### src/sv/cds_pkg.sv
// shared types, character codes and defaults for the declaration splitter
`default_nettype none

package cds_pkg;

   localparam int TEXT_BYTES_DEF  = 65536;
   localparam int QUEUE_DEPTH_DEF = 4;

   localparam int POS_W = 16;
   localparam int CNT_W = 8;

   localparam logic [CNT_W-1:0] MAX_ENTRIES_RST = 8'd16;

   // character codes
   localparam logic [7:0] CH_SPACE  = 8'h20;
   localparam logic [7:0] CH_COLON  = 8'h3a;
   localparam logic [7:0] CH_SEMI   = 8'h3b;
   localparam logic [7:0] CH_RPAREN = 8'h29;
   localparam logic [7:0] CH_LPAREN = 8'h28;
   localparam logic [7:0] CH_U      = 8'h75;
   localparam logic [7:0] CH_R      = 8'h72;
   localparam logic [7:0] CH_L      = 8'h6c;
   localparam logic [7:0] CH_NUL    = 8'h00;

   typedef enum logic [1:0] {
      PH_PROP_BEGIN,
      PH_PROP_END,
      PH_VAL_BEGIN,
      PH_VALUE
   } phase_type;

   // one classified input byte
   typedef struct packed {
      logic       last;
      logic       is_zero;
      logic       is_ws;
      logic       is_colon;
      logic       is_semi;
      logic       is_rparen;
      logic       is_u;
      logic [3:1] url_hit;   // bit n set when the byte matches char n+1 of "url("
   } cls_type;

   typedef struct packed {
      logic             has_property;
      logic [POS_W-1:0] property_start;
      logic [POS_W-1:0] property_length;
      logic             has_value;
      logic [POS_W-1:0] value_start;
      logic [POS_W-1:0] value_length;
      logic [CNT_W-1:0] entry_count;
   } decl_type;

   // records produced by one byte: optional declaration, optional done
   typedef struct packed {
      logic             decl_valid;
      decl_type         decl;
      logic             done_valid;
      logic [CNT_W-1:0] done_count;
   } bundle_type;

endpackage

`default_nettype wire

### src/sv/css_declaration_splitter.sv
// top level of the style declaration splitter
//
//  channel  direction  handshake                    payload
//  req      in         req_tvalid / req_tready      tdata[7:0] text_byte, tlast end_of_text
//  rsp      out        rsp_tvalid / rsp_tready      tdata spans and count, tuser flags,
//                                                   tlast done_res
//  csr      in         csr_valid / csr_ready        csr_data max_entries
//
// one byte per cycle while records are taken: the front classifies a byte in its
// accept cycle and the back applies the whole phase update when it pops it, so
// bytes stream back to back; for a byte that yields a declaration and the done
// record the response register holds the pair while the queue keeps filling;
// a request reaches its first record through the queue and the response register
// synchronous active-high reset clears phase, counters and flags; max_entries
// returns to 16; no clearing pass is needed
// req_tready drops only when the queue is full; rsp stalls back up into it
`default_nettype none

module css_declaration_splitter
   import cds_pkg::*;
#(
   parameter int TEXT_BYTES  = TEXT_BYTES_DEF,
   parameter int QUEUE_DEPTH = QUEUE_DEPTH_DEF
)
(
   input  logic        clock,
   input  logic        reset,

   input  logic        req_tvalid,
   output logic        req_tready,
   input  logic [7:0]  req_tdata,   // [7:0] text_byte
   input  logic        req_tlast,   // end_of_text

   output logic        rsp_tvalid,
   input  logic        rsp_tready,
   output logic [71:0] rsp_tdata,   // [15:0] property_start, [31:16] property_length,
                                    // [47:32] value_start, [63:48] value_length,
                                    // [71:64] entry_count
   output logic [1:0]  rsp_tuser,   // [0] has_property, [1] has_value
   output logic        rsp_tlast,   // done_res

   input  logic        csr_valid,
   output logic        csr_ready,
   input  logic [7:0]  csr_data     // max_entries
);

   logic [CNT_W-1:0] max_entries_ff;

   logic       push_valid, push_ready;
   cls_type    push_item;
   logic       q_valid, q_pop;
   cls_type    q_item;
   logic       out_can_load, out_load;
   bundle_type out_bundle;

   // register writes are always taken
   assign csr_ready = 1'b1;

   always_ff @(posedge clock) begin
      if (reset) begin
         max_entries_ff <= MAX_ENTRIES_RST;
      end else if (csr_valid) begin
         max_entries_ff <= csr_data;
      end
   end

   // byte classification at the request port
   cds_front u_front (
      .req_tvalid  (req_tvalid),
      .req_tready  (req_tready),
      .text_byte   (req_tdata),
      .end_of_text (req_tlast),
      .q_ready     (push_ready),
      .push_valid  (push_valid),
      .push_item   (push_item)
   );

   // decouples the request side from response stalls
   cds_queue #(
      .DEPTH (QUEUE_DEPTH)
   ) u_queue (
      .clock      (clock),
      .reset      (reset),
      .push_valid (push_valid),
      .push_ready (push_ready),
      .push_item  (push_item),
      .q_valid    (q_valid),
      .q_pop      (q_pop),
      .q_item     (q_item)
   );

   // phase machine; bytes that emit nothing retire even while rsp is stalled
   cds_back #(
      .TEXT_BYTES (TEXT_BYTES)
   ) u_back (
      .clock        (clock),
      .reset        (reset),
      .max_entries  (max_entries_ff),
      .q_valid      (q_valid),
      .q_item       (q_item),
      .q_pop        (q_pop),
      .out_can_load (out_can_load),
      .out_load     (out_load),
      .out_bundle   (out_bundle)
   );

   // response register, serializes declaration then done record
   cds_out u_out (
      .clock      (clock),
      .reset      (reset),
      .load       (out_load),
      .bundle     (out_bundle),
      .can_load   (out_can_load),
      .rsp_tvalid (rsp_tvalid),
      .rsp_tready (rsp_tready),
      .rsp_tdata  (rsp_tdata),
      .rsp_tuser  (rsp_tuser),
      .rsp_tlast  (rsp_tlast)
   );

endmodule

`default_nettype wire

### src/sv/cds_front.sv
// front end: takes bytes off the request stream and classifies them
`default_nettype none

module cds_front
   import cds_pkg::*;
(
   input  logic       req_tvalid,
   output logic       req_tready,
   input  logic [7:0] text_byte,
   input  logic       end_of_text,
   input  logic       q_ready,
   output logic       push_valid,
   output cls_type    push_item
);

   always_comb begin
      push_item.last      = end_of_text;
      push_item.is_zero   = (text_byte == CH_NUL);
      push_item.is_ws     = (text_byte <= CH_SPACE);
      push_item.is_colon  = (text_byte == CH_COLON);
      push_item.is_semi   = (text_byte == CH_SEMI);
      push_item.is_rparen = (text_byte == CH_RPAREN);
      push_item.is_u      = (text_byte == CH_U);
      push_item.url_hit   = {text_byte == CH_LPAREN, text_byte == CH_L, text_byte == CH_R};
   end

   assign push_valid = req_tvalid;
   assign req_tready = q_ready;

endmodule

`default_nettype wire

### src/sv/cds_queue.sv
// short queue of classified bytes between front and back
`default_nettype none

module cds_queue
   import cds_pkg::*;
#(
   parameter int DEPTH = QUEUE_DEPTH_DEF
)
(
   input  logic    clock,
   input  logic    reset,
   input  logic    push_valid,
   output logic    push_ready,
   input  cls_type push_item,
   output logic    q_valid,
   input  logic    q_pop,
   output cls_type q_item
);

   localparam int PTR_W = $clog2(DEPTH);
   localparam int QC_W  = $clog2(DEPTH + 1);
   localparam logic [PTR_W-1:0] LAST_PTR = PTR_W'(DEPTH - 1);
   localparam logic [QC_W-1:0]  FULL_CNT = QC_W'(DEPTH);

   cls_type          mem_ff [DEPTH];
   logic [PTR_W-1:0] wr_ptr_ff, wr_ptr_in;
   logic [PTR_W-1:0] rd_ptr_ff, rd_ptr_in;
   logic [QC_W-1:0]  count_ff, count_in;
   logic             push, pop;

   assign push_ready = (count_ff != FULL_CNT);
   assign q_valid    = (count_ff != '0);
   assign q_item     = mem_ff[rd_ptr_ff];
   assign push       = push_valid && push_ready;
   assign pop        = q_pop && q_valid;

   always_comb begin
      wr_ptr_in = wr_ptr_ff;
      rd_ptr_in = rd_ptr_ff;
      count_in  = count_ff;
      if (push) begin
         wr_ptr_in = (wr_ptr_ff == LAST_PTR) ? '0 : wr_ptr_ff + 1'b1;
      end
      if (pop) begin
         rd_ptr_in = (rd_ptr_ff == LAST_PTR) ? '0 : rd_ptr_ff + 1'b1;
      end
      if (push && !pop) begin
         count_in = count_ff + 1'b1;
      end else if (pop && !push) begin
         count_in = count_ff - 1'b1;
      end
   end

   always_ff @(posedge clock) begin
      if (reset) begin
         wr_ptr_ff <= '0;
         rd_ptr_ff <= '0;
         count_ff  <= '0;
      end else begin
         wr_ptr_ff <= wr_ptr_in;
         rd_ptr_ff <= rd_ptr_in;
         count_ff  <= count_in;
      end
   end

   always_ff @(posedge clock) begin
      if (push) begin
         mem_ff[wr_ptr_ff] <= push_item;
      end
   end

endmodule

`default_nettype wire

### src/sv/cds_back.sv
// back end: phase machine, span registers and record generation
`default_nettype none

module cds_back
   import cds_pkg::*;
#(
   parameter int TEXT_BYTES = TEXT_BYTES_DEF
)
(
   input  logic             clock,
   input  logic             reset,
   input  logic [CNT_W-1:0] max_entries,
   input  logic             q_valid,
   input  cls_type          q_item,
   output logic             q_pop,
   input  logic             out_can_load,
   output logic             out_load,
   output bundle_type       out_bundle
);

   localparam int POS_LIMIT_I = (TEXT_BYTES - 1 < 65535) ? TEXT_BYTES - 1 : 65535;
   localparam logic [POS_W-1:0] POS_LIMIT = POS_W'(POS_LIMIT_I);

   function automatic logic [POS_W-1:0] span(input logic [POS_W-1:0] stop,
                                             input logic [POS_W-1:0] start);
      return (stop >= start) ? stop - start : '0;
   endfunction

   phase_type        phase_ff, phase_in, phase_mid;
   logic             paren_ff, paren_in, paren_mid;
   logic [1:0]       url_ff, url_in, url_mid;
   logic [POS_W-1:0] pos_ff, pos_in, pos_mid;
   logic [CNT_W-1:0] entries_ff, entries_in;
   logic [POS_W-1:0] ps_ff, ps_in, ps_mid;
   logic [POS_W-1:0] pl_ff, pl_in, pl_mid;
   logic [POS_W-1:0] vs_ff, vs_in, vs_mid;
   logic [POS_W-1:0] vl_ff, vl_in, vl_mid;
   logic [1:0]       pf_ff, pf_in, pf_mid;
   logic             finished_ff, finished_in;

   logic full, step, flush_end, skip_ws, hit, term_hit;
   logic rec_step, flush_decl, decl_valid, has_rec;

   // byte processing
   always_comb begin
      phase_mid = phase_ff;
      paren_mid = paren_ff;
      url_mid   = url_ff;
      pos_mid   = pos_ff;
      ps_mid    = ps_ff;
      pl_mid    = pl_ff;
      vs_mid    = vs_ff;
      vl_mid    = vl_ff;
      pf_mid    = pf_ff;
      skip_ws   = 1'b0;
      hit       = 1'b0;
      term_hit  = 1'b0;
      full      = (entries_ff >= max_entries);
      step      = !finished_ff && !full && !q_item.is_zero;
      flush_end = !finished_ff && (q_item.is_zero || q_item.last);
      if (step) begin
         // url( match runs on the first bytes of a value
         if (phase_ff == PH_VALUE && url_ff != 2'd0) begin
            case (url_ff)
               2'd1:    hit = q_item.url_hit[1];
               2'd2:    hit = q_item.url_hit[2];
               default: hit = q_item.url_hit[3];
            endcase
            if (hit) begin
               if (url_ff == 2'd3) begin
                  paren_mid = 1'b1;
                  url_mid   = 2'd0;
               end else begin
                  url_mid = url_ff + 2'd1;
               end
            end else begin
               url_mid = 2'd0;
            end
         end
         term_hit = paren_mid ? q_item.is_rparen : q_item.is_semi;
         if (q_item.is_ws) begin
            if (phase_ff == PH_PROP_BEGIN || phase_ff == PH_VAL_BEGIN) begin
               skip_ws = 1'b1;
            end else if (phase_ff == PH_PROP_END) begin
               pl_mid    = span(pos_ff, ps_ff);
               phase_mid = PH_VAL_BEGIN;
            end
         end else if (q_item.is_colon) begin
            if (phase_ff == PH_PROP_END) begin
               pl_mid    = span(pos_ff, ps_ff);
               phase_mid = PH_VAL_BEGIN;
               paren_mid = 1'b0;
            end
         end else if (term_hit) begin
            if (paren_mid) begin
               paren_mid = 1'b0;
            end else begin
               if (pf_ff[1]) begin
                  vl_mid = span(pos_ff, vs_ff);
               end
               phase_mid = PH_PROP_BEGIN;
               url_mid   = 2'd0;
            end
         end else if (phase_ff == PH_PROP_BEGIN) begin
            ps_mid    = pos_ff;
            pf_mid[0] = 1'b1;
            phase_mid = PH_PROP_END;
         end else if (phase_ff == PH_VAL_BEGIN) begin
            vs_mid    = pos_ff;
            pf_mid[1] = 1'b1;
            phase_mid = PH_VALUE;
            url_mid   = q_item.is_u ? 2'd1 : 2'd0;
         end
         if (pos_ff < POS_LIMIT) begin
            pos_mid = pos_ff + 1'b1;
         end
      end
      rec_step   = step && !skip_ws && (phase_mid == PH_PROP_BEGIN);
      flush_decl = flush_end && !full && (phase_mid == PH_VALUE);
      decl_valid = rec_step || flush_decl;
      has_rec    = decl_valid || flush_end;
   end

   // next state
   always_comb begin
      phase_in    = phase_mid;
      paren_in    = paren_mid;
      url_in      = url_mid;
      pos_in      = pos_mid;
      ps_in       = ps_mid;
      pl_in       = pl_mid;
      vs_in       = vs_mid;
      vl_in       = vl_mid;
      pf_in       = pf_mid;
      entries_in  = entries_ff;
      finished_in = finished_ff || flush_end;
      if (decl_valid) begin
         entries_in = entries_ff + 1'b1;
         ps_in      = '0;
         pl_in      = '0;
         vs_in      = '0;
         vl_in      = '0;
         pf_in      = 2'b00;
      end
      if (flush_decl) begin
         phase_in = PH_PROP_BEGIN;
      end
   end

   // outputs
   always_comb begin
      out_bundle.decl_valid           = decl_valid;
      out_bundle.decl.has_property    = pf_mid[0];
      out_bundle.decl.property_start  = ps_mid;
      out_bundle.decl.property_length = pl_mid;
      out_bundle.decl.has_value       = pf_mid[1];
      out_bundle.decl.value_start     = vs_mid;
      out_bundle.decl.value_length    = flush_decl ? span(pos_mid, vs_mid) : vl_mid;
      out_bundle.decl.entry_count     = entries_ff + 1'b1;
      out_bundle.done_valid           = flush_end;
      out_bundle.done_count           = entries_ff + CNT_W'(decl_valid);
      q_pop    = q_valid && (!has_rec || out_can_load);
      out_load = q_valid && has_rec && out_can_load;
   end

   always_ff @(posedge clock) begin
      if (reset) begin
         phase_ff    <= PH_PROP_BEGIN;
         paren_ff    <= 1'b0;
         url_ff      <= 2'd0;
         pos_ff      <= '0;
         entries_ff  <= '0;
         ps_ff       <= '0;
         pl_ff       <= '0;
         vs_ff       <= '0;
         vl_ff       <= '0;
         pf_ff       <= 2'b00;
         finished_ff <= 1'b0;
      end else if (q_pop) begin
         phase_ff    <= phase_in;
         paren_ff    <= paren_in;
         url_ff      <= url_in;
         pos_ff      <= pos_in;
         entries_ff  <= entries_in;
         ps_ff       <= ps_in;
         pl_ff       <= pl_in;
         vs_ff       <= vs_in;
         vl_ff       <= vl_in;
         pf_ff       <= pf_in;
         finished_ff <= finished_in;
      end
   end

   a_finished_holds: assert property (@(posedge clock) disable iff (reset)
      finished_ff |=> finished_ff)
      else $error("finished flag dropped without reset");

   a_no_record_after_done: assert property (@(posedge clock) disable iff (reset)
      finished_ff |-> !out_load)
      else $error("record produced after done record");

   a_prop_end_has_start: assert property (@(posedge clock) disable iff (reset)
      (phase_ff == PH_PROP_END) |-> pf_ff[0])
      else $error("property end phase without property start flag");

   a_value_has_start: assert property (@(posedge clock) disable iff (reset)
      (phase_ff == PH_VALUE) |-> pf_ff[1])
      else $error("value phase without value start flag");

   a_pos_monotonic: assert property (@(posedge clock) disable iff (reset)
      1'b1 |=> (pos_ff >= $past(pos_ff)) && (pos_ff <= POS_LIMIT))
      else $error("position went backward or past its limit");

endmodule

`default_nettype wire

### src/sv/cds_out.sv
// response register: presents the declaration record, then the done record
`default_nettype none

module cds_out
   import cds_pkg::*;
(
   input  logic              clock,
   input  logic              reset,
   input  logic              load,
   input  bundle_type        bundle,
   output logic              can_load,
   output logic              rsp_tvalid,
   input  logic              rsp_tready,
   output logic [71:0]       rsp_tdata,
   output logic [1:0]        rsp_tuser,
   output logic              rsp_tlast
);

   decl_type         decl_ff;
   logic [CNT_W-1:0] done_cnt_ff;
   logic             decl_pend_ff, decl_pend_in;
   logic             done_pend_ff, done_pend_in;
   logic             take;

   assign rsp_tvalid = decl_pend_ff || done_pend_ff;
   assign take       = rsp_tvalid && rsp_tready;
   assign can_load   = !rsp_tvalid || (take && !(decl_pend_ff && done_pend_ff));

   always_comb begin
      decl_pend_in = decl_pend_ff;
      done_pend_in = done_pend_ff;
      if (take) begin
         if (decl_pend_ff) begin
            decl_pend_in = 1'b0;
         end else begin
            done_pend_in = 1'b0;
         end
      end
      if (load) begin
         decl_pend_in = bundle.decl_valid;
         done_pend_in = bundle.done_valid;
      end
   end

   always_comb begin
      if (decl_pend_ff) begin
         rsp_tdata = {decl_ff.entry_count, decl_ff.value_length, decl_ff.value_start,
                      decl_ff.property_length, decl_ff.property_start};
         rsp_tuser = {decl_ff.has_value, decl_ff.has_property};
         rsp_tlast = 1'b0;
      end else begin
         rsp_tdata = {done_cnt_ff, 64'd0};
         rsp_tuser = 2'b00;
         rsp_tlast = done_pend_ff;
      end
   end

   always_ff @(posedge clock) begin
      if (reset) begin
         decl_pend_ff <= 1'b0;
         done_pend_ff <= 1'b0;
      end else begin
         decl_pend_ff <= decl_pend_in;
         done_pend_ff <= done_pend_in;
      end
   end

   always_ff @(posedge clock) begin
      if (load) begin
         decl_ff     <= bundle.decl;
         done_cnt_ff <= bundle.done_count;
      end
   end

endmodule

`default_nettype wire

### config.mk
export PLATFORM = sky130hd
export DESIGN_NAME = css_declaration_splitter
export DESIGN_NICKNAME = d
export VERILOG_FILES = /design/src/sv/cds_pkg.sv /design/src/sv/css_declaration_splitter.sv /design/src/sv/cds_front.sv /design/src/sv/cds_queue.sv /design/src/sv/cds_back.sv /design/src/sv/cds_out.sv
export SDC_FILE = /design/constraint.sdc
export NUM_CORES = 1
export LEC_CHECK = 0
export BUFFER_PORTS_ARGS = -buffer_cell sky130_fd_sc_hd__buf_2
export CORE_MARGIN = 1
export CORE_UTILIZATION = 60
export CTS_CLUSTER_DIAMETER = 30
export DETAILED_ROUTE_END_ITERATION = 8
export MAX_ROUTING_LAYER = met4
export PLACE_DENSITY = 0.81
export SETUP_SLACK_MARGIN = 0.15
export SKIP_LAST_GASP = 1
export SLEW_MARGIN = 5
export SYNTH_ARGS = -nofsm -noshare
export SYNTH_HDL_FRONTEND = slang
export SYNTH_HIERARCHICAL = 1
export SYNTH_SLANG_ARGS = --single-unit
### constraint.sdc
create_clock -name clock -period 9.02 [get_ports clock]
set_input_delay 1.804 -clock clock [delete_from_list [all_inputs] [get_ports clock]]
set_output_delay 1.804 -clock clock [all_outputs]
set_load 0.05 [all_outputs]
**After elaboration in Yosys (flattened, before gate mapping)**

Memories as Yosys holds them, arrays and structs flattened. A register that Yosys moved wholly into a read port is not among the register bits.
Cells that the tools add are included.

- Flip-flop bits (word level): 195
- RAM bits: 40
- Bits of input ports: 22
- Output and inout bits: 78
- Memories: 1

Memory list:

| name | depth | bits a word | rd ports | clocked after Yosys merged registers in | wr ports | RTL line | RTL |
|---|---|---|---|---|---|---|---|
| u_queue.mem_ff | 4 | 10 | 1 | 1 | 1 | cds_queue.sv:25 | `cls_type mem_ff [DEPTH];` |

- $add $sub $neg: 11
- Magnitude comparators: 6
- Equal/unequal tests: 18
- Mux-type cells: 91
- Reductions and logical operators: 45

Operators by type and width:

| kind | number |
|---|---|
| 16-bit 2-to-1 mux | 32 |
| 72-bit 2-to-1 mux | 1 |
| 2-bit 2-to-1 mux | 29 |
| 16-bit >= comparator | 3 |
| 16-bit subtractor | 3 |
| 8-bit by 6-bit equality test with 1-bit output, second input constant | 4 |
| 1-bit 2-to-1 mux | 26 |
| 8-bit by 7-bit equality test with 1-bit output, second input constant | 3 |
| 1-bit logical AND | 18 |
| 16-bit by 1-bit adder with 16-bit output, second input constant | 1 |
| 16-bit < comparator, second input constant | 1 |
| 2-bit equality test, second input constant | 7 |
| 1-bit logical NOT | 9 |
| 8-bit by 1-bit adder with 8-bit output | 1 |
| 8-bit by 1-bit adder with 8-bit output, second input constant | 1 |
| 8-bit >= comparator | 1 |
| 8-bit by 6-bit less-or-equal comparator with 1-bit output, second input constant | 1 |
| 8-bit logical NOT | 1 |
| 1-bit logical OR | 8 |
| 2-bit by 1-bit adder with 2-bit output, second input constant | 3 |
| 3-bit 2-to-1 mux | 2 |
| 2-bit AND reduction | 3 |
| 2-bit nonzero test | 3 |
| 2-bit by 1-bit equality test with 1-bit output, second input constant | 2 |
| other kinds (7) | 8 |

**Depth between registers and ports, before layout**

Gate-level depths: netlist (run 1).

- Depth in word-level cells: 24
- Depth in mapped cells: 21
- Gate-level depth less buffers: 20

**Modules after synthesis**

Netlist (run 1), hierarchy kept.

By module, submodules not included:

| module | instances | cells each | area each (µm²) | seq. area each (µm²) |
|---|---|---|---|---|
| cds_back | 1 | 967 | 7591.0 | 1921.8 |
| cds_out | 1 | 177 | 3114.2 | 2502.4 |
| cds_queue | 1 | 100 | 1919.3 | 1381.3 |
| css_declaration_splitter | 1 | 28 | 301.5 | 160.2 |
| cds_front | 1 | 21 | 158.9 | 0.0 |

**Worst setup path before layout (run 1)**

No wires, ideal clock.

- Path type: register -> register
- From: register with a tool-made name
- To: register u_out.done_pend_ff
- Library setup time: 0.117 ns
- Data arrival time: 7.092 ns
- Path slack: 1.811 ns
- Cell stages (with the launch flop): 12
- Path buffers: 2
- Cell sequence: dfxtp_1 > buf_2 > mux4_2 > a22oi_1 > a211oi_4 > or2_2 > a311oi_1 > nand3_1 > clkbuf_1 > a21oi_1 > nor2_1 > a31o_2

RTL lines:

| element | RTL line | RTL |
|---|---|---|
| end signal: assignment | cds_out.sv:64 | `done_pend_ff <= done_pend_in;` |
| end: declaration | cds_out.sv:22 | `logic done_pend_ff, done_pend_in;` |

==> run_results.csv, run 1 <==
group,metric,value,unit
drt,drt_wl_total,31.4,mm
drt,drtIter0Drc,796,
cts,path_clk_slew,0.06,ns
drt,routedWlPerCell,18.7,um
synth,synth_area_leaders,"edfxtp_1 (28%), dfxtp_1 (18%), ha_1 (6.7%)",
worst_setup_path,arrival,6.65,ns
synth,synth_mux_area_share,5.06,%
place,dp.cells,1602,
place,portBuffers,98,
layout,seq_area,5970,um^2
power_and_ir_drop,pwr-share-seq,36.1,%
layout,multi_input_area,6510,um^2
synth,postSynthAreaPerCell,10.1,um^2
cts,cts_tree,"yes",
place,hpwl,21.5,mm
layout,fin_nets,1468,
place,preCtsSetupSlack,2.72,ns
sta,finalSetupTns,0,ns
die,die_y,150,um
sta,finalMaxSlewViolations,0,
sta,setup_ws,2.62,ns
worst_setup_path,path_cells,"mux4_2 > a22oi_1 > a211oi_4 > o21a_1 > nor2_1 > nand3_1 > nor2b_2 > buf_4 > mux2_2 > ha_1 > inv_1 > fa_1 > a21o_1 > a221oi_1 > a221o_1 > a21boi_0 > or3_1 > a41o_1 > nand2_1 > o22ai_1",
cts,clock_sinks,237,
drt,firstDrtPassIters,7,
synth,synth_cells,1293,
power_and_ir_drop,p_sw_share,34.4,%
power_and_ir_drop,power_switching,1480,uW
worst_setup_path,crit_family,"compound AO/OA/AOI/OAI gates",
cts,postCtsSetupBuffers,0,
drt,vias_per_cell,6.12,
layout,drive_gt1_share,17.1,%
synth,synth_nets,1389,
worst_setup_path,rrSetupSlack,2.62,ns
sta,fin_crit_sh,71.0,%
sta,max_freq,156,MHz
synth,synth_ff_type,"edfxtp_1",
power_and_ir_drop,power.density,283,nW/um^2
layout,diodes,0,
synth,synth_edf_count,122,
synth,ys_warn_count,6,
hold_path,worstHoldPathType,"flip-flop to flip-flop",
sta,hold_viol_final,0,
synth,yosys.area.top_type,"edfxtp_1",
cts,hold_buffers,0,
synth,synth_area,13100,um^2
die,rows,53,
worst_setup_path,crit_path_end_kind,"flip-flop",
synth,synth_top_family_by_area,"compound AO/OA/AOI/OAI gates",
layout,fill_cells,1507,
synth,async_flop_share,0,%
sta,setup-violations-final,0,
worst_setup_path,path_depth,20,
global_route,grt_pass1_wl,49.8,mm
synth,ys_seq_area_share,45.6,%
die,die_area,22400,um^2
status,status,"complete, no violations",
global_route,antenna_found_initial,0,
layout,post-route-util,71.6,%
die,coreArea,21200,um^2
hold_path,hold_start,"u_back/vl_ff[13]",
layout,syn2layout_area_growth,16.2,%
place,place.gp.congestion,0.963,
flow_run,maxCapViolations,0,
power_and_ir_drop,clock_power_share,38.8,%
synth,ys_types,84,
sta,relSlewSlack,29.3,%
global_route,grt_overflow,0,
synth,synth_compound_area_share,16.6,%
synth,synthSimpleGateAreaFrac,15.6,%
sta,grt_setup_unrepaired,"false",
sta,post-route-min-period,6.40,ns
worst_setup_path,critPathMaxStageDelay,0.76,ns
cts,clock_path_buffers,3,
power_and_ir_drop,irDropWorstVdd,0.213,mV
die,boundaryPins,100,
synth,synth_adder_area_share,7.31,%
power_and_ir_drop,power_frac_comb,25.1,%
worst_setup_path,slowest_stage,"dfxtp_1",
drt,ant_nets,0,
synth,synth-seq-cells,237,
die,initial_utilization,61.7,%
power_and_ir_drop,p_int,2820,uW
die,die_width,150,um
worst_setup_path,required,9.27,ns
worst_setup_path,r2r_end,"u_out/decl_ff[18]",
worst_setup_path,reg2reg_depth,20,
sta,tightest_slew,1.05,ns
cts,clock_latency,0.53,ns
worst_setup_path,cp_num_buf_inv,2,
cts,cts_buffers,43,
sta,finClkSkew,0.0236,ns
synth,synthXorXnorAreaFrac,4.95,%
global_route,grt_util_all_layers,29.3,%
sta,fin_hold_ws,0.461,ns
synth,synth_top_area_share,28.0,%
worst_setup_path,path_class,"flip-flop to flip-flop",
global_route,grt_start_max_net_pins,79,
layout,fin_cells,1682,
drt,drc_errors,0,
cts,htreeDepth,2,
worst_setup_path,cp_max_fo,20,
global_route,first_global_vias,9649,
cts,cts-root-buf,"clkbuf_16",
cts,cts.repair.resized,0,
worst_setup_path,cp-start-kind,"flip-flop",
worst_setup_path,crit_end,"u_out/decl_ff[18]",
power_and_ir_drop,power.leakage,0.00610,uW
drt,vias,10300,
==> how the worst min path moves through the flow <==
stage / end / slack, ns / depth (start not counted)
after CTS: u_back/vl_ff[4] / 0.46 / 1
after floorplan: u_back/pl_ff[10] / 0.42 / 2
after global routing: u_back/vl_ff[2] / 0.48 / 1
after detailed placement: u_back/vl_ff[4] / 0.45 / 1
after global placement: u_back/pl_ff[12] / 0.44 / 2
final: u_back/vl_ff[13] / 0.46 / 1
==> registers in the layout, indices dropped and copies added, names as in the netlist, 16 cells and up, named ones only <==
register and cells:
u_out/decl_ff 74, u_queue/mem_ff 40, u_back/pl_ff 16, u_back/pos_ff 16, u_back/ps_ff 16, u_back/vl_ff 16, u_back/vs_ff 16
==> cell usage after synthesis, types with 12 or more instances <==
library cell	number
edfxtp_1	122
dfxtp_1	115
nand2_1	96
and2_1	90
inv_1	75
a21oi_1	73
ha_1	70
nor2_1	68
o21ai_0	65
clkbuf_1	46
xnor2_1	45
a22o_1	44
mux2i_1	29
xor2_1	29
nand3_1	24
nor3_1	16
nand4_1	15
a21o_1	14
a22oi_1	13
mux2_2	13
buf_2	12
==> metrics by stage <==
step / instance area, um^2 / power (uW)
after CTS: 15200 / 4310
after detailed placement: 13700 / 2630
after global placement: 13700 / 2600
after floorplan: 13100 / 2370
after global routing: 15200 / 4470
final: 15200 / 4300
==> final cells by class <==
cell class,count,share of cell area [%]
clock buffer,53,7.95
tap,275,2.26
multi-input combinational,906,42.8
inverter,76,1.88
timing repair buffer,108,3.72
sequential,237,39.2
clock inverter,27,2.12
==> routing by layer <==
layer  GRT usage, %  vias up  share of wire [%]
met5              -        -                  0
met4           11.0        0                3.2
met3           5.85       82                7.8
met2           46.0      446                 47
met1           37.4     4916                 42
li1               -     4849                  -
==> logic make-up (layout without fill, tap and decap cells) <==
kind of cell / after synthesis / count (layout)
AND/OR/NAND/NOR: 387 / 387
AO/OA/AOI/OAI: 318 / 318
flip-flops: 237 / 237
buffers and inverters: 150 / 264
adder cells (fa/ha/maj): 74 / 74
XOR/XNOR: 74 / 74
multiplexers: 52 / 52
other: 1 / 1
==> worst reg2reg max path: cells and delay by family (launching register included) <==
family                   cells  cell delay, ns
adder cells (fa/ha/maj)      2            0.61
buffers and inverters        2            0.39
AO/OA/AOI/OAI                9            2.38
multiplexers                 2            0.87
AND/OR/NAND/NOR              5            1.12
flip-flops                   1            0.76
==> layout by cell type, fill, tap and decap left out, types with 29 or more instances in the layout <==
| cell | count |
|---|---|
| nor2_1 | 68 |
| inv_1 | 75 |
| ha_1 | 70 |
| o21ai_0 | 65 |
| dfxtp_1 | 114 |
| and2_1 | 90 |
| xnor2_1 | 45 |
| clkbuf_16 | 47 |
| nand2_1 | 96 |
| mux2i_1 | 29 |
| edfxtp_1 | 122 |
| a22o_1 | 44 |
| a21oi_1 | 72 |
| buf_2 | 98 |
| xor2_1 | 29 |
==> power by group through the flow <==
stage	logic, uW	clock network (uW)	registers, uW
finish	1080	1670	1560
global placement	1030	0	1570
detailed placement	1060	0	1570
floorplan	827	0	1540
global route	1150	1740	1580
CTS	1070	1680	1560
Note: power is estimated with default switching activity, not from simulation.
==> inputs of run 2 (changes only) <==
--- a/config.mk
+++ b/config.mk
@@ -5,13 +5,14 @@
 export SDC_FILE = /design/constraint.sdc
 export NUM_CORES = 1
 export LEC_CHECK = 0
+export ABC_AREA = 1
 export BUFFER_PORTS_ARGS = -buffer_cell sky130_fd_sc_hd__buf_2
 export CORE_MARGIN = 1
 export CORE_UTILIZATION = 60
 export CTS_CLUSTER_DIAMETER = 30
 export DETAILED_ROUTE_END_ITERATION = 8
 export MAX_ROUTING_LAYER = met4
-export PLACE_DENSITY = 0.81
+export PLACE_DENSITY = 0.8
 export SETUP_SLACK_MARGIN = 0.15
 export SKIP_LAST_GASP = 1
 export SLEW_MARGIN = 5
==> constraint.sdc (replaced) <==
create_clock -name clock -period 6.6 [get_ports clock]
set_input_delay 1.32 -clock clock [delete_from_list [all_inputs] [get_ports clock]]
set_output_delay 1.32 -clock clock [all_outputs]
set_load 0.05 [all_outputs]
==> run 2 against run 1 <==
Via count rose by 24%. Utilization fell by 0.96 points. Sequential share of layout area fell by 3.3 points. Non-clock buffer count did not move. Global-route usage rose by 1.1 points. Worst setup slack got worse by 1.7 ns. Register-to-register slack got worse by 1.7 ns. Largest cell class unchanged. Sequential power rose by 53%.
==> run_results.csv, run 2 <==
group,metric,value,unit
status,status,"complete, no violations",
power_and_ir_drop,power.leakage,0.00801,uW
cts,cts.repair.resized,0,
cts,path_clk_slew,0.05,ns
sta,max_freq,175,MHz
worst_setup_path,required,6.86,ns
synth,synth_area,14400,um^2
layout,syn2layout_area_growth,15.4,%
cts,htreeDepth,2,
power_and_ir_drop,power_switching,4200,uW
synth,synth_nets,2021,
synth,synth_area_leaders,"edfxtp_1 (25%), dfxtp_1 (16%), nand2_1 (13%)",
synth,synth_most_common_cell,"nand2_1",
power_and_ir_drop,irDropWorstVdd,0.356,mV
synth,synth_edf_count,122,
die,boundaryPins,100,
layout,seq_area,5970,um^2
global_route,first_global_vias,11700,
sta,post-route-min-period,5.73,ns
power_and_ir_drop,clock_power_share,27.1,%
die,coreArea,23500,um^2
layout,layout_common_cells,"nand2_1 (481), inv_1 (285), nor2_1 (226)",
layout,largest_reg_flops,74,
die,die_y,157,um
drt,routedWlPerCell,15.2,um
sta,finalSetupTns,0,ns
synth,synth_commonest_cells,"nand2_1 (481), inv_1 (286), nor2_1 (226)",
layout,diodes,0,
sta,tightest_slew,1.04,ns
drt,drt_wl_total,36.1,mm
layout,fill_cells,1883,
cts,cts_buffers,48,
worst_setup_path,arrival,5.99,ns
layout,fin_area,16600,um^2
synth,async_flop_share,0,%
synth,ys_warn_count,6,
place,hpwl,24.8,mm
sta,relSlewSlack,30.3,%
sta,fin_crit_sh,86.8,%
power_and_ir_drop,pwr-share-seq,25.7,%
cts,cts-root-buf,"clkbuf_16",
worst_setup_path,crit_end,"u_out/decl_ff[22]",
synth,synth-seq-cells,237,
synth,synth_top_area_share,25.5,%
cts,hold_buffers,0,
power_and_ir_drop,p_int,5070,uW
die,die_area,24600,um^2
global_route,antenna_found_initial,0,
flow_run,maxCapViolations,0,
drt,firstDrtPassIters,5,
worst_setup_path,rrSetupSlack,0.87,ns
cts,postCtsSetupBuffers,0,
place,dpl_cell_area,14900,um^2
cts,clock_latency,0.54,ns
place,place.gp.congestion,0.963,
worst_setup_path,cp-start-kind,"flip-flop",
place,portBuffers,98,
worst_setup_path,reg2reg_depth,23,
synth,ys_seq_area_share,41.5,%
worst_setup_path,crit_path_end_kind,"flip-flop",
layout,multi_input_area,6810,um^2
layout,post-route-util,70.7,%
global_route,grt_util_all_layers,30.3,%
layout,layout_commonest_cell,"nand2_1",
worst_setup_path,path_class,"flip-flop to flip-flop",
global_route,grt_overflow,0,
layout,regMostFlops,"u_out/decl_ff",
synth,postSynthAreaPerCell,7.47,um^2
die,initial_utilization,61.3,%
drt,drtIter0Drc,898,
power_and_ir_drop,power.density,558,nW/um^2
synth,synth_cells,1925,
drt,vias_per_cell,5.38,
power_and_ir_drop,p_sw_share,45.3,%
worst_setup_path,cp_max_fo,21,
sta,setup-violations-final,0,
sta,hold_viol_final,0,
drt,vias,12700,
synth,yosys.area.top_type,"edfxtp_1",
cts,clock_sinks,237,
layout,reg.largest.list,"u_out/decl_ff x74, u_queue/mem_ff x40",
synth,ys_types,51,
sta,finClkSkew,0.0183,ns
cts,cts_tree,"yes",
synth,synth_ff_type,"edfxtp_1",
layout,drive_gt1_share,12.9,%
die,rows,56,
drt,ant_nets,0,
hold_path,worstHoldPathType,"flip-flop to flip-flop",
cts,clock_path_buffers,3,
global_route,grt_start_max_net_pins,91,
power_and_ir_drop,power_frac_comb,47.2,%
worst_setup_path,r2r_end,"u_out/decl_ff[22]",
sta,finalMaxSlewViolations,0,
sta,grt_setup_unrepaired,"false",
die,die_width,157,um
global_route,grt_pass1_wl,57.6,mm
drt,drc_errors,0,
layout,fin_nets,2103,
-- run 2: power groups by stage --
stage	clock, uW	combinational [uW]	sequential (uW)
final	2510	4370	2380
after global routing	2610	4800	2430
after CTS	2550	4330	2370
after detailed placement	0	4280	2400
after global placement	0	4240	2380
after floorplan	0	3440	2310
-- run 2: cell type report --
class	count	area share [%]
flip-flops and latches	237	36.0
clock inverters	27	2.05
multi-input cells	1311	41.0
inverters	301	6.82
well taps	319	2.41
clock buffers	62	8.32
repair buffers	108	3.41
-- run 2: worst min-delay path by stage --
| stage | cells past startpoint | from | slack [ns] | endpoint |
|---|---|---|---|---|
| after floorplan | 2 | max_entries_ff[4] | 0.43 | max_entries_ff[4] |
| after global placement | 2 | max_entries_ff[4] | 0.44 | max_entries_ff[4] |
| after detailed placement | 2 | max_entries_ff[4] | 0.45 | max_entries_ff[4] |
| after CTS | 2 | u_back/pl_ff[10] | 0.46 | u_back/pl_ff[10] |
| after global routing | 2 | u_back/vs_ff[2] | 0.48 | u_back/vs_ff[2] |
| final | 2 | u_back/vs_ff[2] | 0.46 | u_back/vs_ff[2] |
-- run 2: cells by family after synthesis --
| logic type | count (synthesis) | share of synthesized area (%) |
|---|---|---|
| flops | 237 | 41.5 |
| fa+ha+maj | 74 | 6.65 |
| buf+inv | 377 | 11.2 |
| other cells | 1 | 0.0261 |
| xor+xnor | 49 | 2.98 |
| compound gates | 318 | 12.1 |
| simple gates | 869 | 25.6 |
-- run 2: per-stage QoR --
stage | cells | worst slack, ns | hold WS, ns | power (uW)
floorplan | 1925 | 2.57 | 0.428 | 5750
global placement | 2276 | 1.26 | 0.444 | 6620
detailed placement | 2276 | 1.07 | 0.451 | 6680
CTS | 2365 | 1.02 | 0.460 | 9250
global route | 2365 | 0.448 | 0.476 | 9840
finish | 2365 | 0.873 | 0.459 | 9260
-- run 2: metal layers --
| layer | track usage (%) | part of all wire (%) | wire length, um | up-vias |
|---|---|---|---|---|
| met3 | 3.93 | 5.7 | 2050 | 58 |
| li1 | - | - | - | 6357 |
| met1 | 37.9 | 44 | 15700 | 5889 |
| met4 | 9.06 | 2.0 | 716 | 0 |
| met2 | 51.1 | 49 | 17600 | 425 |
| met5 | - | 0 | 0 | - |
-- run 2: critical path, cell delays in order (launching register included) --
cell and delay (ns):
dfxtp_1 0.72, inv_1 0.46, o21ai_0 0.30, o22ai_1 0.14, nor2_1 0.34, inv_1 0.22, nor3_2 0.25, nand2_1 0.34
nand2_1 0.14, o21ai_0 0.12, inv_1 0.10, ha_1 0.14, inv_1 0.06, fa_1 0.40, nand2_1 0.09, nand2_1 0.07
a21boi_0 0.38, o21ai_0 0.25, nand3_1 0.11, o211ai_1 0.09, nand2_1 0.41, inv_2 0.09, o21ai_0 0.09, o21ai_0 0.12
==> inputs of run 3 (changes only) <==
--- a/config.mk
+++ b/config.mk
@@ -13,6 +13,7 @@
 export DETAILED_ROUTE_END_ITERATION = 8
 export MAX_ROUTING_LAYER = met4
 export PLACE_DENSITY = 0.8
+export REMOVE_ABC_BUFFERS = 1
 export SETUP_SLACK_MARGIN = 0.15
 export SKIP_LAST_GASP = 1
 export SLEW_MARGIN = 5
==> run 3 against run 2 <==
Wire length shrank 1.5%. Power shrank 0.60%. Flip-flop and latch count is the same. Via count shrank 0.17%. Highest routed layer unchanged.
==> run_results.csv, run 3 (synthesized netlist as in run 2, its figures left out) <==
group,metric,value,unit
power_and_ir_drop,power.leakage,0.00799,uW
sta,finClkSkew,0.0215,ns
sta,grt_setup_unrepaired,"false",
place,hpwl,24.2,mm
cts,path_clk_slew,0.05,ns
worst_setup_path,path_class,"flip-flop to flip-flop",
place,portBuffers,98,
layout,regMostFlops,"u_out/decl_ff",
drt,drt_wl_total,35.5,mm
layout,largest_reg_flops,74,
drt,routedWlPerCell,15.0,um
cts,cts-root-buf,"clkbuf_16",
die,die_area,24600,um^2
worst_setup_path,cp-start-kind,"flip-flop",
drt,vias_per_cell,5.36,
cts,hold_buffers,0,
cts,cts_buffers,49,
sta,hold_viol_final,0,
global_route,grt_util_all_layers,30.1,%
power_and_ir_drop,power.density,556,nW/um^2
sta,relSlewSlack,31.8,%
worst_setup_path,critPathMaxStageDelay,0.71,ns
layout,diodes,0,
layout,fin_area,16600,um^2
layout,layout_common_cells,"nand2_1 (481), inv_1 (285), nor2_1 (225)",
drt,firstDrtPassIters,8,
drt,drtIter0Drc,951,
layout,layout_commonest_cell,"nand2_1",
place,place.gp.congestion,0.975,
worst_setup_path,crit_path_end_kind,"flip-flop",
sta,fin_crit_sh,85.5,%
power_and_ir_drop,irDropWorstVdd,0.425,mV
sta,finalMaxSlewViolations,0,
flow_run,maxCapViolations,0,
global_route,grt_start_max_net_pins,90,
cts,clock_latency,0.55,ns
place,dpl_cell_area,14900,um^2
worst_setup_path,required,6.88,ns
drt,ant_nets,0,
die,rows,56,
drt,vias,12700,
die,die_y,157,um
layout,reg.largest.list,"u_out/decl_ff x74, u_queue/mem_ff x40",
worst_setup_path,cp_max_fo,21,
cts,cts.repair.resized,0,
die,coreArea,23500,um^2
cts,postCtsSetupBuffers,0,
power_and_ir_drop,p_total,9210,uW
die,die_width,157,um
sta,max_freq,177,MHz
sta,post-route-min-period,5.65,ns
global_route,first_global_vias,11800,
global_route,antenna_found_initial,0,
layout,fin_nets,2105,
global_route,grt_overflow,0,
status,status,"complete, no violations",
worst_setup_path,slowest_stage,"dfxtp_1",
layout,syn2layout_area_growth,15.2,%
die,initial_utilization,61.3,%
cts,clock_path_buffers,3,
sta,tightest_slew,1.02,ns
sta,finalSetupTns,0,ns
layout,drive_gt1_share,13.0,%
worst_setup_path,arrival,5.92,ns
die,boundaryPins,100,
global_route,grt_pass1_wl,57.2,mm
sta,fin_hold_ws,0.461,ns
cts,cts_tree,"yes",
sta,setup-violations-final,0,
hold_path,worstHoldPathType,"flip-flop to flip-flop",
drt,drc_errors,0,
cts,clock_sinks,237,
worst_setup_path,path_cells,"inv_1 > o21ai_0 > o22ai_1 > nor2_1 > inv_1 > nor3_2 > nand2_1 > nand2_1 > o21ai_0 > inv_1 > ha_1 > inv_1 > fa_1 > nand2_1 > nand2_1 > a21boi_0 > o21ai_0 > nand3_1 > o211ai_1 > nand2_1 > inv_2 > o21ai_0 > o21ai_0",
cts,htreeDepth,2,
run 3: per-layer routing:
layer / wire length, um / GRT usage, % / vias up / part of all wire (%)
li1: - / - / 6358 / -
met2: 16700 / 49.2 / 428 / 47
met4: 874 / 10.5 / 0 / 2.5
met1: 15800 / 38.3 / 5851 / 45
met3: 2090 / 4.02 / 70 / 5.9
met5: 0 / - / - / 0
run 3: worst paths after layout:
| kind | startpoint | slack [ns] | end | cells past startpoint |
|---|---|---|---|---|
| worst min-delay path | u_back/vs_ff[14] | 0.46 | u_back/vs_ff[14] | 2 |
| worst min register to register | u_back/vs_ff[14] | 0.46 | u_back/vs_ff[14] | 2 |
| worst max register to register | flip-flop | 0.95 | u_out/decl_ff[22] | 23 |
| worst max-delay path | flip-flop | 0.95 | u_out/decl_ff[22] | 23 |
run 3: metrics by stage:
step,util [%],setup WS (ns),instances
2_1_floorplan,-,1.84,1849
3_3_place_gp,63.4,1.31,2277
3_5_place_dp,63.4,1.08,2277
4_1_cts,70.6,1.04,2369
5_1_grt,70.6,0.328,2369
6_report,70.6,0.954,2369
run 3: critical path: cells and delay by family (launching register included):
kind,cells,cell delay [ns]
buffers and inverters,5,0.92
flip-flops,1,0.71
AO/OA/AOI/OAI,8,1.40
AND/OR/NAND/NOR,8,1.79
adder cells (fa/ha/maj),2,0.54
run 3: power breakdown:
| part | internal, uW | total [uW] | leakage (uW) | switching, uW |
|---|---|---|---|---|
| Sequential | 2120 | 2370 | 0.00214 | 257 |
| Clock | 1680 | 2490 | 0.000813 | 814 |
| Combinational | 1240 | 4340 | 0.00505 | 3110 |
| Total | 5030 | 9210 | 0.00799 | 4180 |
run 3: final cells by class:
type,count,area [um^2]
fill,1869,6900
multi-input combinational,1311,6810
sequential,237,5970
clock buffer,59,1290
inverter,301,1130
timing repair buffer,109,573
clock inverter,33,399
tap,319,399
